===== src/rtl/core/sdtq_pkg.sv =====
// shared constants, codes and types for the sorted deadline timer queue
`timescale 1ns / 1ps
package sdtq_pkg;

  // default sizes of the timer table
  localparam int MAX_TIMERS_DEF = 16;
  localparam int PID_BITS_DEF   = 16;

  // fixed field widths
  localparam int TICK_W = 64;
  localparam int SEC_W  = 60;
  localparam int PID_W  = 16;
  localparam int WANT_W = 32;
  localparam int KIND_W = 2;

  // most releases one tick can give
  localparam int MAX_OUT = 16;
  localparam int REL_W   = $clog2(MAX_OUT + 1);

  // ticks per second and the width of the sub-second count
  localparam int SECS_DIV = 18;
  localparam int SUB_W    = $clog2(SECS_DIV);

  // request codes
  localparam logic REQ_TICK = 1'b0;
  localparam logic REQ_ADD  = 1'b1;

  // result kinds
  localparam logic [KIND_W-1:0] KIND_TICK = 2'd0;
  localparam logic [KIND_W-1:0] KIND_REL  = 2'd1;
  localparam logic [KIND_W-1:0] KIND_ADD  = 2'd2;
  localparam logic [KIND_W-1:0] KIND_FULL = 2'd3;

  // control broadcast to every cell of the chain
  typedef struct packed {
    logic ins;    // sorted insert of the new entry
    logic shift;  // drop the front entry, move all toward the front
  } cell_ctl_t;

endpackage


===== src/rtl/core/sdtq_cell.sv =====
// one slot of the sorted timer chain: holds an entry, inserts or shifts
`timescale 1ns / 1ps
module sdtq_cell
  import sdtq_pkg::*;
#(
  parameter int PidW = PID_BITS_DEF
) (
  input  logic              clk_i,
  input  logic              rst_ni,
  input  cell_ctl_t         ctl_i,
  input  logic [TICK_W-1:0] new_dl_i,
  input  logic [PidW-1:0]   new_pid_i,
  input  logic              prev_before_i,
  input  logic              prev_valid_i,
  input  logic [TICK_W-1:0] prev_dl_i,
  input  logic [PidW-1:0]   prev_pid_i,
  input  logic              next_valid_i,
  input  logic [TICK_W-1:0] next_dl_i,
  input  logic [PidW-1:0]   next_pid_i,
  output logic              before_o,
  output logic              valid_o,
  output logic [TICK_W-1:0] dl_o,
  output logic [PidW-1:0]   pid_o
);

  logic              valid_q, valid_d;
  logic [TICK_W-1:0] dl_q, dl_d;
  logic [PidW-1:0]   pid_q, pid_d;

  // new entry orders strictly before this one (equal keys go behind)
  assign before_o = !valid_q || (new_dl_i < dl_q) ||
                    ((new_dl_i == dl_q) && (new_pid_i < pid_q));

  // next contents
  always_comb begin
    valid_d = valid_q;
    dl_d    = dl_q;
    pid_d   = pid_q;
    if (ctl_i.shift) begin
      valid_d = next_valid_i;
      dl_d    = next_dl_i;
      pid_d   = next_pid_i;
    end else if (ctl_i.ins && before_o) begin
      if (prev_before_i) begin
        valid_d = prev_valid_i;
        dl_d    = prev_dl_i;
        pid_d   = prev_pid_i;
      end else begin
        valid_d = 1'b1;
        dl_d    = new_dl_i;
        pid_d   = new_pid_i;
      end
    end
  end

  // occupancy flag
  always_ff @(posedge clk_i or negedge rst_ni) begin
    if (!rst_ni) begin
      valid_q <= 1'b0;
    end else begin
      valid_q <= valid_d;
    end
  end

  // entry payload
  always_ff @(posedge clk_i) begin
    dl_q  <= dl_d;
    pid_q <= pid_d;
  end

  assign valid_o = valid_q;
  assign dl_o    = dl_q;
  assign pid_o   = pid_q;

endmodule


===== config.mk =====
export PLATFORM = sky130hd
export DESIGN_NAME = sdtq_cell
export DESIGN_NICKNAME = d
export VERILOG_FILES = /design/src/rtl/core/sdtq_pkg.sv /design/src/rtl/core/sdtq_cell.sv
export SDC_FILE = /design/constraint.sdc
export NUM_CORES = 1
export LEC_CHECK = 0
export BUFFER_PORTS_ARGS = -buffer_cell sky130_fd_sc_hd__buf_4
export CAP_MARGIN = 25
export CORE_ASPECT_RATIO = 0.6
export CORE_MARGIN = 3
export CORE_UTILIZATION = 46
export CTS_CLUSTER_SIZE = 16
export DETAILED_ROUTE_END_ITERATION = 16
export PLACE_DENSITY = 0.81
export SLEW_MARGIN = 25
export SYNTH_ARGS = -nofsm -noshare
export SYNTH_HDL_FRONTEND = slang
export SYNTH_SLANG_ARGS = --single-unit

===== constraint.sdc =====
create_clock -name clk_i -period 5.1 [get_ports clk_i]
set_input_delay 0.51 -clock clk_i [delete_from_list [all_inputs] [get_ports clk_i]]
set_output_delay 0.51 -clock clk_i [all_outputs]
set_load 0.1 [all_outputs]

==> impl_metrics.csv <==
group,metric,value,unit
status,status,"finished, final reports clean",
timing,finalCriticalPeriod,3550,ps
global_routing,grt_pass1_wl,29.6,mm
final_layout,fin_area,8960,µm²
timing,setup_violations,0,
worst_setup_path,critPathLaunchType,"register",
clocking,cts_tree,"yes",
yosys,synth_nets,963,
worst_setup_path,r2r_end,"dl_o[1]",
worst_setup_path,path_class,"register to register",
route,first_iter_violations,290,
timing,rsz0062_at_grt,"no",
final_layout,drive_above_1_share,36.4,%
clocking,cts_sinks,81,
route,drt-wirelength-per-cell,17.9,µm
clocking,cts_buffer_depth,2,
yosys,synthSimpleGateAreaFrac,10.4,%
timing,max-slew-margin-rel,30.8,%
flow_run,drv_cap,0,
floorplan,die_w,154,µm
clocking,insertion_delay,330,ps
final_layout,diodes,0,
min_path,worstHoldStart,"next_pid_i[6]",
worst_setup_path,critPathCaptureType,"register",
worst_setup_path,reg2reg_depth,10,
yosys,synthCells,637,
placement,dp.cells,1107,
global_routing,antenna_found_initial,0,
clocking,cts_buffers,9,
pwr,powerDensity,305,nW/µm²
yosys,netlist_area,6050,µm²
clocking,cts.clk_slew.worst_paths,60,ps
final_layout,mostFrequentLayoutCells,"buf_4, nand2_1, o21ai_0",
clocking,root_buffer,"clkbuf_16",
floorplan,core,12500,µm²
pwr,p_leak,4.58,nW
route,ant_nets,0,
clocking,cts_setup_buffers,0,
worst_setup_path,arrival,3560,ps
yosys,ys_ff_latch,81,
final_layout,finalNonFillerCells,1122,
yosys,ys_types,33,
yosys,async_flop_share,1.23,%
timing,finalMaxSlewViolations,0,
min_path,hold_end,"pid_o[6]",
yosys,synth_compound_area_share,13.2,%
route,via_per_inst,5.26,
worst_setup_path,rr_startpoint,"dl_o[14]",
timing,tightest_slew,1040,ps
yosys,ys_seq_area_share,40.1,%
route,firstDrtPassIters,7,
timing,hold_viol,0,
pwr,ir_drop,0.000182,V
final_layout,fin_nets,1280,
yosys,synth_edf_count,80,
yosys,synthMuxAreaShare,13.2,%
floorplan,rows,31,
worst_setup_path,regToRegSetupSlack,1550,ps
yosys,synthAdderAreaFrac,16.3,%
floorplan,start_util,48.6,%
worst_setup_path,crit_required,5110,ps
clocking,cts_max_level,3,
global_routing,grtUsageTotal,25.8,%
global_routing,grt_overflow,0,
route,via_count,5902,
global_routing,grt_max_degree,99,
route,drc,0,
route,wl,20.1,mm
timing,tns,0,ps
global_routing,grt_pass1_vias,5686,
final_layout,areaGrowthSynthToFinish,48.1,%
placement,place_area,8660,µm²
yosys,yosysWarnings,0,
placement,dpl.hpwl,16.2,mm
yosys,syn_avg_cell_area,9.50,µm²
clocking,post_cts_resized,0,
worst_setup_path,cp_max_fo,47,
timing,skew,7.63,ps
yosys,ys.flop_type,"edfxtp_1",
min_path,hold_class,"input pin to register",
floorplan,die_h,94.8,µm
placement,io_buffers,328,
floorplan,dieArea,14600,µm²
floorplan,io_pins,329,
final_layout,final_common_cell,"buf_4",
yosys,synth-xor-area-share,0,%
placement,place_congestion,0.874,
timing,fmax,0.282,GHz
min_path,whs_path_depth,3,
yosys,synth_top_family_by_area,"adder cells",
timing,finalCritPeriodShare,69.6,%
[stage by stage]
stage | power, W | setup slack, ps | utilization, % | hold slack (ps)
5_1_grt | 0.00285 | 1240 | 72.0 | 455
3_3_place_gp | 0.00206 | 1380 | 69.5 | 286
6_report | 0.00273 | 1550 | 72.0 | 458
3_5_place_dp | 0.00208 | 1280 | 69.5 | 286
4_1_cts | 0.00274 | 1520 | 72.0 | 452
2_1_floorplan | 0.00171 | 145 | - | 214
[power breakdown]
| part | internal [W] | leakage (nW) | total [W] | switching (W) |
|---|---|---|---|---|
| Clock | 0.000419 | 0.146 | 0.000667 | 0.000248 |
| Sequential | 0.000830 | 0.830 | 0.000874 | 0.0000446 |
| Combinational | 0.000359 | 3.61 | 0.00119 | 0.000832 |
[worst max-delay path: stages (launching register included)]
cell and delay (ps):
edfxtp_1 400, inv_1 60, ha_1 310, nand4_1 150, nor4_1 500, nor3b_1 260, nand3b_1 120, a311o_1 350
o211ai_2 100, a21o_4 570, buf_4 380
[cells by family after synthesis]
logic type	Yosys count
mux	80
compound gates	147
fa+ha+maj	79
flops	81
simple gates	141
buf+inv	109
[synthesized netlist by cell type, drive strengths merged (3+ instances only)]
| master | instances | area share (%) |
|---|---|---|
| o21ai | 95 | 7.9 |
| nand4 | 15 | 1.6 |
| mux2i | 80 | 13 |
| a21oi | 31 | 2.6 |
| ha | 79 | 16 |
| nor4 | 4 | 0.52 |
| nor2 | 7 | 0.43 |
| clkbuf | 25 | 1.6 |
| inv | 82 | 5.1 |
| nand2 | 99 | 6.1 |
| a21o | 6 | 0.74 |
| a31oi | 3 | 0.31 |
| edfxtp | 80 | 40 |
| a221oi | 3 | 0.43 |
| nand3 | 5 | 0.41 |
[per-layer routing]
metal  track usage [%]  vias to the layer above  share of wire [%]
li1                  -                     2918                  -
met1              33.9                     2711                 41
met2              43.8                      253                 49
met3              6.73                       20                8.8
met4              4.56                        0                1.3
met5                 0                        -                  0
[cell type report]
class | instances | area [µm²]
Multi-Input combinational cell | 447 | 3220
Clock buffer | 9 | 225
Sequential cell | 81 | 2430
Tap cell | 165 | 206
Inverter | 82 | 308
Clock inverter | 5 | 72.6
Fill cell | 988 | 3490
Timing Repair Buffer | 333 | 2500
[worst max path at each step]
| stage | from | to | cells after the start |
|---|---|---|---|
| 3_5_place_dp | new_dl_i[57] | dl_o[55] | 10 |
| 4_1_cts | dl_o[14] | dl_o[51] | 10 |
| 3_3_place_gp | new_dl_i[57] | dl_o[55] | 10 |
| 5_1_grt | dl_o[56] | dl_o[1] | 10 |
| 2_1_floorplan | dl_o[30] | dl_o[0] | 9 |
| 6_report | dl_o[14] | dl_o[1] | 10 |
[flip-flops by register name, indices dropped and copies added (netlist names)]
register and cells:
dl_o 64, pid_o 16, valid_o 1
[timing repair]
item                                    4_1_cts  5_1_grt
hold endpoints to repair                      1        0
hold buffers                                  1        0
endpoints found under the setup margin        0        0
(Power assumes the default switching activity.)
